$ cat src/rtl/ckr_pkg.sv
package ckr_pkg;

  localparam int KW_COUNT = 45;
  localparam int KW_SLOTS = 16;
  localparam int CHAR_W   = 8;
  localparam int POS_W    = 4;
  localparam int IDX_W    = 7;
  localparam int STR_W    = KW_SLOTS * CHAR_W;

  typedef logic [KW_COUNT-1:0] kw_mask_t;
  typedef logic [POS_W-1:0]    pos_t;
  typedef logic [CHAR_W-1:0]   char_t;
  typedef logic [IDX_W-1:0]    idx_t;
  typedef logic [STR_W-1:0]    kw_str_t;

  localparam pos_t     POS_MAX        = {POS_W{1'b1}};
  localparam pos_t     MAX_WORD_LEN   = POS_W'(14);
  localparam kw_mask_t ALL_CANDIDATES = {KW_COUNT{1'b1}};
  localparam idx_t     NO_MATCH       = {IDX_W{1'b1}};

  // Keyword text, right-justified: the first character of a keyword of
  // length n sits in byte n-1 counted from the least significant end.
  localparam kw_str_t KW_STR [KW_COUNT] = '{
    STR_W'("auto"),      STR_W'("break"),    STR_W'("case"),     STR_W'("char"),
    STR_W'("const"),     STR_W'("continue"), STR_W'("default"),  STR_W'("do"),
    STR_W'("double"),    STR_W'("else"),     STR_W'("enum"),     STR_W'("extern"),
    STR_W'("float"),     STR_W'("for"),      STR_W'("goto"),     STR_W'("if"),
    STR_W'("inline"),    STR_W'("int"),      STR_W'("long"),     STR_W'("register"),
    STR_W'("restrict"),  STR_W'("return"),   STR_W'("short"),    STR_W'("signed"),
    STR_W'("sizeof"),    STR_W'("static"),   STR_W'("struct"),   STR_W'("switch"),
    STR_W'("typedef"),   STR_W'("union"),    STR_W'("unsigned"), STR_W'("void"),
    STR_W'("volatile"),  STR_W'("while"),    STR_W'("_Alignas"), STR_W'("_Alignof"),
    STR_W'("_Atomic"),   STR_W'("_Bool"),    STR_W'("_Complex"), STR_W'("_Generic"),
    STR_W'("_Imaginary"), STR_W'("_Noreturn"), STR_W'("_Static_assert"),
    STR_W'("_Thread_local"), STR_W'("__func__")
  };

  localparam pos_t KW_LEN [KW_COUNT] = '{
    4'd4, 4'd5, 4'd4, 4'd4, 4'd5, 4'd8, 4'd7, 4'd2,
    4'd6, 4'd4, 4'd4, 4'd6, 4'd5, 4'd3, 4'd4, 4'd2,
    4'd6, 4'd3, 4'd4, 4'd8, 4'd8, 4'd6, 4'd5, 4'd6,
    4'd6, 4'd6, 4'd6, 4'd6, 4'd7, 4'd5, 4'd8, 4'd4,
    4'd8, 4'd5, 4'd8, 4'd8, 4'd7, 4'd5, 4'd8, 4'd8,
    4'd10, 4'd9, 4'd14, 4'd13, 4'd8
  };

endpackage

$ cat src/rtl/ckr_in_if.sv
interface ckr_in_if;
  logic          valid;
  logic          ready;
  ckr_pkg::char_t key_char;
  logic          last_char;

  modport source (output valid, output key_char, output last_char, input ready);
  modport sink   (input valid, input key_char, input last_char, output ready);
endinterface

$ cat src/rtl/ckr_out_if.sv
interface ckr_out_if;
  logic               valid;
  logic               ready;
  logic signed [ckr_pkg::IDX_W-1:0] match_index;

  modport source (output valid, output match_index, input ready);
  modport sink   (input valid, input match_index, output ready);
endinterface

$ cat src/rtl/c_keyword_recognizer.sv
// A word's result is registered, valid in the cycle after its last character is taken.
// One character per cycle unless stalled; the candidate mask update and the final priority
// pick both sit in the single stage between the state registers and the result register.
// Reset (rst_n low, synchronous): every keyword becomes a candidate again, the position
// counter returns to zero and the result register is emptied.
module c_keyword_recognizer (
  input  logic   clk,
  input  logic   rst_n,
  ckr_in_if.sink   in_chan,
  ckr_out_if.source out_chan
);

  // Running state of the word being scanned: one candidate bit per keyword and the
  // number of characters already taken, saturating at the counter's top value.
  ckr_pkg::kw_mask_t mask_r, mask_nxt, mask_hit;
  ckr_pkg::pos_t     pos_r, pos_nxt;

  // Result register. It decouples the two sides, so a new character can be taken
  // in the same cycle that a waiting result is handed over.
  logic              out_valid_r, out_valid_nxt;
  ckr_pkg::idx_t     match_r, match_nxt;
  ckr_pkg::idx_t     result;

  logic in_fire;

  // A character is taken whenever the result register is empty or drains now.
  assign in_chan.ready = !out_valid_r || out_chan.ready;
  assign in_fire       = in_chan.valid && in_chan.ready;

  // Per-keyword compare: a keyword stays a candidate only if the word is still no
  // longer than the keyword and the character at this position agrees with it.
  for (genvar k = 0; k < ckr_pkg::KW_COUNT; k++) begin : g_kw
    ckr_pkg::pos_t    back_pos;
    ckr_pkg::char_t   kw_char;
    logic             in_range;

    assign in_range = (pos_r < ckr_pkg::MAX_WORD_LEN) && (pos_r < ckr_pkg::KW_LEN[k]);
    assign back_pos = ckr_pkg::KW_LEN[k] - pos_r - ckr_pkg::pos_t'(1);
    assign kw_char  = ckr_pkg::KW_STR[k][{back_pos, 3'b000} +: ckr_pkg::CHAR_W];
    assign mask_hit[k] = in_range && (kw_char == in_chan.key_char);
  end

  assign mask_nxt = mask_r & mask_hit;

  // On the last character, the lowest-indexed surviving keyword whose length equals
  // the word length is the answer; exact matches are unique, so order only matters
  // in form.
  always_comb begin
    result = ckr_pkg::NO_MATCH;
    for (int k = ckr_pkg::KW_COUNT - 1; k >= 0; k--) begin
      if (mask_nxt[k] &&
          ({1'b0, ckr_pkg::KW_LEN[k]} == ({1'b0, pos_r} + (ckr_pkg::POS_W + 1)'(1)))) begin
        result = ckr_pkg::idx_t'(k);
      end
    end
  end

  always_comb begin
    pos_nxt       = pos_r;
    out_valid_nxt = out_valid_r;
    match_nxt     = match_r;
    if (out_chan.ready) begin
      out_valid_nxt = 1'b0;
    end
    if (in_fire) begin
      if (in_chan.last_char) begin
        // The word ends here: post the answer and start the next word fresh.
        pos_nxt       = '0;
        out_valid_nxt = 1'b1;
        match_nxt     = result;
      end else if (pos_r != ckr_pkg::POS_MAX) begin
        pos_nxt = pos_r + ckr_pkg::pos_t'(1);
      end
    end
  end

  always_ff @(posedge clk) begin
    if (!rst_n) begin
      mask_r      <= ckr_pkg::ALL_CANDIDATES;
      pos_r       <= '0;
      out_valid_r <= 1'b0;
    end else begin
      pos_r       <= pos_nxt;
      out_valid_r <= out_valid_nxt;
      if (in_fire) begin
        mask_r <= in_chan.last_char ? ckr_pkg::ALL_CANDIDATES : mask_nxt;
      end
    end
  end

  always_ff @(posedge clk) begin
    match_r <= match_nxt;
  end

  assign out_chan.valid       = out_valid_r;
  assign out_chan.match_index = match_r;

  // A word's final character always produces a result in the next cycle.
  a_last_gives_result: assert property (@(posedge clk) disable iff (!rst_n)
    in_fire && in_chan.last_char |=> out_valid_r)
    else $error("last character did not produce a result");

  // After a word ends the scan state is back at its starting point.
  a_word_restart: assert property (@(posedge clk) disable iff (!rst_n)
    in_fire && in_chan.last_char |=> (pos_r == '0) && (mask_r == ckr_pkg::ALL_CANDIDATES))
    else $error("scan state not restarted after a word");

  // At the start of a word no keyword has been ruled out yet.
  a_fresh_mask: assert property (@(posedge clk) disable iff (!rst_n)
    (pos_r == '0) |-> (mask_r == ckr_pkg::ALL_CANDIDATES))
    else $error("candidate mask not full at word start");

  // A posted result is either a real keyword index or the no-match code.
  a_result_range: assert property (@(posedge clk) disable iff (!rst_n)
    out_valid_r |-> (match_r == ckr_pkg::NO_MATCH) ||
                    (match_r < ckr_pkg::idx_t'(ckr_pkg::KW_COUNT)))
    else $error("result index out of range");

  // Input stalls only because a result is waiting to be taken.
  a_stall_cause: assert property (@(posedge clk) disable iff (!rst_n)
    !in_chan.ready |-> out_valid_r && !out_chan.ready)
    else $error("input stalled without a pending result");

endmodule
$ cat src/flat_wrapper.sv
// flat-port wrapper written by rule: the top's interface ports become plain ports
module c_keyword_recognizer_flat 
  (clk, rst_n, in_chan_valid, in_chan_key_char, in_chan_last_char, in_chan_ready, out_chan_valid, out_chan_match_index, out_chan_ready);
  ckr_in_if in_chan_i ();
  ckr_out_if out_chan_i ();
  input  logic clk;
  input  logic rst_n;
  input wire logic [$bits(in_chan_i.valid)-1:0] in_chan_valid;
  input wire logic [$bits(in_chan_i.key_char)-1:0] in_chan_key_char;
  input wire logic [$bits(in_chan_i.last_char)-1:0] in_chan_last_char;
  output wire logic [$bits(in_chan_i.ready)-1:0] in_chan_ready;
  output wire logic [$bits(out_chan_i.valid)-1:0] out_chan_valid;
  output wire logic [$bits(out_chan_i.match_index)-1:0] out_chan_match_index;
  input wire logic [$bits(out_chan_i.ready)-1:0] out_chan_ready;
  assign in_chan_i.valid = in_chan_valid;
  assign in_chan_i.key_char = in_chan_key_char;
  assign in_chan_i.last_char = in_chan_last_char;
  assign in_chan_ready = in_chan_i.ready;
  assign out_chan_valid = out_chan_i.valid;
  assign out_chan_match_index = out_chan_i.match_index;
  assign out_chan_i.ready = out_chan_ready;
  c_keyword_recognizer u_core (.clk(clk), .rst_n(rst_n), .in_chan(in_chan_i), .out_chan(out_chan_i));
endmodule
$ cat config.mk
export PLATFORM = sky130hd
export DESIGN_NAME = c_keyword_recognizer_flat
export DESIGN_NICKNAME = d
export VERILOG_FILES = /design/src/rtl/ckr_pkg.sv /design/src/rtl/ckr_in_if.sv /design/src/rtl/ckr_out_if.sv /design/src/rtl/c_keyword_recognizer.sv /design/src/flat_wrapper.sv
export SDC_FILE = /design/constraint.sdc
export NUM_CORES = 1
export LEC_CHECK = 0
export ABC_CLOCK_PERIOD_IN_PS = 5100
export BUFFER_PORTS_ARGS = -buffer_cell sky130_fd_sc_hd__buf_2
export CAP_MARGIN = 20
export CORE_ASPECT_RATIO = 0.7
export CORE_MARGIN = 3
export CORE_UTILIZATION = 45
export DETAILED_ROUTE_END_ITERATION = 8
export PLACE_DENSITY = 0.67
export SYNTH_ARGS = -nofsm -noshare
export SYNTH_HDL_FRONTEND = slang
export SYNTH_SLANG_ARGS = --single-unit
$ cat constraint.sdc
create_clock -name clk -period 5.1 [get_ports clk]
set_input_delay 1.02 -clock clk [delete_from_list [all_inputs] [get_ports clk]]
set_output_delay 1.02 -clock clk [all_outputs]
set_load 0.005 [all_outputs]
==> results of run 1 <==
-- area by class of cell --
class | count | area (µm²) | area share
inverter | 34 | 128 | 0.0135
tap | 264 | 330 | 0.0350
sequential | 57 | 1210 | 0.129
clock buffer | 10 | 250 | 0.0265
multi-input combinational | 1059 | 6880 | 0.730
clock inverter | 6 | 95.1 | 0.0101
timing repair buffer | 78 | 533 | 0.0565
-- critical path: cells and delay by family, from the launching register on --
family / cells / cell delay (ps)
adders and majority gates: 1 / 670
and+or+nand+nor: 6 / 1680
DFF: 1 / 330
buffers and inverters: 4 / 1070
AOI/OAI and AO/OA: 3 / 420
-- power breakdown --
part	total, mW	internal (mW)	switching, mW
sequential	0.502	0.484	0.0175
clock	0.732	0.463	0.268
combinational	0.743	0.265	0.478
-- Yosys cell counts, drive strengths merged (12+ instances only) --
| master | n | area (µm²) |
|---|---|---|
| and2 | 14 | 87.6 |
| ha | 34 | 425 |
| nand4 | 24 | 150 |
| nand2b | 23 | 144 |
| nor2b | 33 | 216 |
| a31oi | 15 | 100 |
| o22ai | 14 | 87.6 |
| xnor2 | 120 | 1070 |
| a211o | 15 | 131 |
| nor4 | 27 | 181 |
| inv | 30 | 113 |
| a21oi | 102 | 514 |
| nand3 | 57 | 290 |
| nor3 | 46 | 240 |
| buf | 62 | 403 |
| dfxtp | 50 | 1000 |
| nor2 | 93 | 349 |
| a22oi | 12 | 90.1 |
| xor2 | 21 | 203 |
| clkbuf | 42 | 163 |
| o21ai | 82 | 422 |
| nand2 | 126 | 475 |
| a211oi | 17 | 138 |
| and3 | 16 | 100 |
| or3 | 12 | 80.1 |
-- final timing paths --
kind,from,cells past startpoint,endpoint
setup reg to reg,u_core.pos_r[1],14,u_core.out_chan.match_index[6]
hold / removal,u_core.mask_r[19],2,u_core.mask_r[19]
setup / recovery,u_core.pos_r[1],14,u_core.out_chan.match_index[6]
hold reg to reg,u_core.mask_r[19],2,u_core.mask_r[19]
-- logic make-up (layout without fill, tap and decap cells) --
logic type,after synthesis,count (layout)
compound gates,351,351
flops,57,57
xor+xnor,141,141
simple gates,519,519
buf+inv,139,128
fa+ha+maj,34,34
mux,14,14
-- layer usage --
| metal | global-route usage | vias up | routed length, µm |
|---|---|---|---|
| met5 | 0 | - | 0 |
| li1 | - | 4542 | - |
| met1 | 0.491 | 4755 | 16500 |
| met4 | 0.152 | 0 | 1750 |
| met3 | 0.156 | 146 | 6230 |
| met2 | 0.503 | 804 | 15100 |
-- registers in the layout (all words and copies together) (netlist names) --
signal / count
u_core.pos_r: 4
u_core.out_chan.valid: 1
u_core.mask_r: 45
u_core.out_chan.match_index: 7
-- stage by stage --
stage	hold slack, ps	instance area, µm²	std cells	utilization	power (mW)
2_1_floorplan	421	8790	1255	-	1.03
4_1_cts	447	9430	1508	0.496	1.95
5_1_grt	475	9430	1508	0.496	2.05
3_3_place_gp	433	9080	1492	0.477	1.22
3_5_place_dp	434	9080	1492	0.477	1.22
6_report	448	9430	1508	0.496	1.98
==> run_results.csv, run 1 <==
group,metric,value,unit
logic_synthesis,synth_compound_gate_area_share,0.265,
sta,clock.fmax,0.225,GHz
logic_synthesis,syn_nets,1302,
route,routed_wl,39600,µm
logic_synthesis,synth-edff-count,7,
global_route,grt.total_usage,0.363,
clocking,cts_resized,0,
setup_path,crit_type,"reg2reg",
logic_synthesis,netlist_instances,1255,
clocking,htreeDepth,3,
sta,tightestPinTransition,915,ps
logic_synthesis,synth_top_family_by_area,"simple AND/OR/NAND/NOR gates",
layout,fillers,1952,
layout,final_cell_mix,"nand2_1 (125), xnor2_1 (118), a21oi_1 (101), nor2_1 (93), o21ai_0 (76)",
sta,period_share,0.873,
global_route,grt_pass1_vias,9326,
route,drc,0,
place,numPortBuffers,21,
sta,finalHoldViolations,0,
logic_synthesis,synthAdderAreaFrac,0.0484,
clocking,post_cts_buffers,0,
layout,drive_gt1_frac,0.113,
flow_run,maxCapViolCount,0,
sta,slew_headroom,0.387,
logic_synthesis,ys_seq_elements,57,
clocking,path_clk_slew,70,ps
logic_synthesis,syn_avg_cell_area,7.00,µm²
floorplan,rows,42,
floorplan,die_width,173,µm
global_route,overflow,0,
place,hpwl,28600,µm
setup_path,cp-end-kind,"register",
power,leakage,3.49,nW
logic_synthesis,muxShareOfSynthArea,0.0181,
clocking,cts_sinks,57,
route,dr.pass1.iters,6,
floorplan,die-height,123,µm
sta,rsz0062_at_grt,"no",
logic_synthesis,async_flop_share,0,
logic_synthesis,synthDistinctLibCells,107,
power,p_per_area,210,mW/mm²
layout,final_common_cell,"nand2_1",
global_route,antenna_found_initial,0,
setup_path,crit_path_cell_trace,"buf_4 > buf_4 > ha_1 > inv_1 > or3_1 > o31ai_1 > a22oi_1 > nor4b_1 > a22oi_1 > nand2_1 > nor3_1 > clkinv_1 > nor3_2 > and2_1",
clocking,cts_made_buffers,9,
logic_synthesis,seq_area_frac_synth,0.138,
logic_synthesis,yosysWarnings,0,
clocking,cts_tree,"built",
floorplan,core_area,0.0190,mm²
route,vias,10200,
setup_path,worstSetupStartpointType,"register",
setup_path,crit_arrival,4540,ps
global_route,grt_pass1_wl,58900,µm
clocking,hold_buffers,0,
setup_path,cp_slowest_stage_delay,780,ps
layout,area_growth,7.24,%
logic_synthesis,synthXorXnorAreaFrac,0.144,
power,irDropWorstVdd,147,µV
logic_synthesis,synthFlopType,"dfxtp_1",
place,globalplace.congestion,1.08,
setup_path,critPathMaxFanout,17,
route,wire_per_inst,26.3,µm
sta,setup_violations,0,
sta,layout_setup_ws,647,ps
clocking,cts_buffer_depth,2,
floorplan,pin_count,22,
sta,maxSlewViolCount,0,
floorplan,die_area,0.0213,mm²
place,place_worst_setup_slack,706,ps
route,final_antenna_net_count,0,
sta,skew,12.1,ps
setup_path,required,5190,ps
logic_synthesis,netlist_area,0.00879,mm²
global_route,grt_max_degree,48,
layout,antenna_cells,0,
sta,fin_tns_setup,0,ps
route,drtIter0Drc,1793,
layout,nets,1286,
outcome,status,"completed",
logic_synthesis,synth-simple-area-share,0.306,
clocking,clock_latency,340,ps
floorplan,initial_utilization,0.462,
hold_path,hp-class,"reg2reg",
sta,min_period,4450,ps
clocking,cts_root_buf,"clkbuf_16",
setup_path,critPathSlowestCell,"nor4b_1",
route,vias_per_cell,6.80,
setup_path,reg2reg_slack,650,ps
Power figures use the tool's default switching activity.
==> inputs of run 2 (changes only) <==
- CTS_CLUSTER_SIZE: not set -> 40
- REMOVE_ABC_BUFFERS: not set -> 1
==> run_results.csv, run 2 (synthesis results as in run 1) <==
group,metric,value,unit
setup_path,reg2regPathDepth,13,
route,drc,0,
layout,final_common_cell,"nand2_1",
clocking,cts_tree,"built",
hold_path,whs_path_depth,2,
sta,slew_headroom,0.369,
floorplan,initial_utilization,0.462,
route,wire_per_inst,26.6,µm
sta,fin_tns_setup,0,ps
clocking,htreeDepth,3,
global_route,grt_max_degree,55,
sta,period_share,0.880,
route,routed_wl,40000,µm
layout,final_cell_mix,"nand2_1 (124), xnor2_1 (118), a21oi_1 (101), nor2_1 (93), o21ai_0 (76)",
sta,tightestPinTransition,943,ps
clocking,cts_root_buf,"clkbuf_16",
setup_path,crit_arrival,4570,ps
sta,min_period,4490,ps
clocking,clock_latency,350,ps
layout,nets,1282,
power,irDropWorstVdd,127,µV
power,switchingPower,0.774,mW
sta,clock.fmax,0.223,GHz
setup_path,reg2reg_to,"u_core.out_chan.match_index[0]",
setup_path,cp-end-kind,"register",
power,p_seq_frac,0.258,
clocking,path_clk_slew,70,ps
place,numPortBuffers,21,
layout,post-route-cell-area,0.00940,mm²
power,leakage,3.46,nW
route,vias_per_cell,6.80,
setup_path,worstSetupStartpointType,"register",
floorplan,die_area,0.0213,mm²
clocking,cts_buffer_depth,2,
setup_path,crit_type,"reg2reg",
layout,regMostFlops,"u_core.mask_r",
layout,drive_gt1_frac,0.110,
sta,finalHoldViolations,0,
clocking,cts_made_buffers,9,
layout,largest_reg_flops,45,
floorplan,die_width,173,µm
power,swShare,0.399,
sta,skew,14.9,ps
place,post_dp_cell_area,0.00908,mm²
layout,area_growth,6.96,%
flow_run,maxCapViolCount,0,
route,vias,10200,
clocking,post_cts_buffers,0,
clocking,cts_sinks,57,
hold_path,holdPathEnd,"u_core.mask_r[36]",
setup_path,reg2reg_from,"u_core.pos_r[1]",
global_route,grt_pass1_wl,59300,µm
layout,fillers,1986,
layout,antenna_cells,0,
global_route,grt_pass1_vias,9127,
outcome,status,"completed",
route,drtIter0Drc,1902,
floorplan,pin_count,22,
global_route,grt.total_usage,0.368,
global_route,overflow,0,
global_route,antenna_found_initial,0,
power,power_frac_comb,0.386,
place,hpwl,29200,µm
power,p_per_area,206,mW/mm²
clocking,cts_resized,0,
setup_path,required,5180,ps
clocking,hold_buffers,0,
floorplan,die-height,123,µm
hold_path,hp-class,"reg2reg",
floorplan,core_area,0.0190,mm²
power,p_int,1.17,mW
floorplan,rows,42,
sta,maxSlewViolCount,0,
setup_path,critPathMaxFanout,25,
sta,rsz0062_at_grt,"no",
hold_path,worstHoldStart,"u_core.mask_r[36]",
sta,setup_violations,0,
power,power.share.clock,0.356,
route,final_antenna_net_count,0,
place,globalplace.congestion,1.05,
setup_path,reg2reg_slack,610,ps
route,dr.pass1.iters,8,
[run 2: changes by cell type in the layout (fill, tap and decap cells not counted)]
cell / before / now
clkinvlp_4: 0 / 1
nand2_2: 1 / 2
bufinv_16: 2 / 1
buf_4: 57 / 51
nand2_1: 125 / 124
buf_12: 0 / 2
[run 2: per-layer routing]
layer	up-vias	track usage	share of wire
li1	4519	-	-
met1	4746	0.502	0.41
met2	828	0.532	0.40
met3	129	0.138	0.16
met4	0	0.130	0.037
met5	-	0	0
[run 2: worst max-delay path by stage]
stage / from / end / slack, ps / cells after the start
6_report: u_core.pos_r[1] / u_core.out_chan.match_index[0] / 610 / 13
5_1_grt: u_core.pos_r[1] / u_core.out_chan.match_index[0] / 440 / 13
4_1_cts: u_core.pos_r[1] / u_core.out_chan.match_index[0] / 820 / 13
3_5_place_dp: in_chan_key_char[7] / u_core.out_chan.match_index[0] / 760 / 10
3_3_place_gp: in_chan_key_char[7] / u_core.out_chan.match_index[0] / 750 / 10
2_1_floorplan: u_core.pos_r[2] / u_core.out_chan.match_index[0] / 40 / 12
[run 2: power groups by stage]
stage          registers [mW]  clock network (mW)  logic (mW)
4_1_cts                 0.501               0.691       0.718
3_3_place_gp            0.509                   0       0.717
6_report                0.501               0.690       0.748
5_1_grt                 0.505               0.712       0.790
2_1_floorplan           0.512                   0       0.457
3_5_place_dp            0.510                   0       0.715
[run 2: layout make-up]
class	count	area, µm²	share of cell area
Clock inverter	6	72.6	0.00772
Tap cell	264	330	0.0351
Inverter	34	128	0.0136
Clock buffer	10	250	0.0266
Sequential cell	57	1210	0.129
Timing Repair Buffer	74	528	0.0562
Multi-Input combinational cell	1059	6880	0.732
[run 2: stage by stage]
stage	power, mW	hold WS (ps)	utilization	instances	setup slack [ps]
after floorplan	0.970	421	-	1150	42.3
final	1.94	459	0.494	1504	611
after global routing	2.01	478	0.494	1504	438
after CTS	1.91	456	0.494	1504	820
after global placement	1.23	431	0.477	1488	746
after detailed placement	1.23	442	0.477	1488	764
[run 2: critical path: stages (launching register included)]
cell	delay, ps
dfxtp_1	440
buf_4	410
ha_1	810
buf_4	260
nand2_1	100
a21oi_1	500
xnor2_1	150
nand3_2	110
nor3b_2	60
and3_1	260
a2111oi_1	430
a21oi_1	140
o311ai_1	350
a41oi_1	150
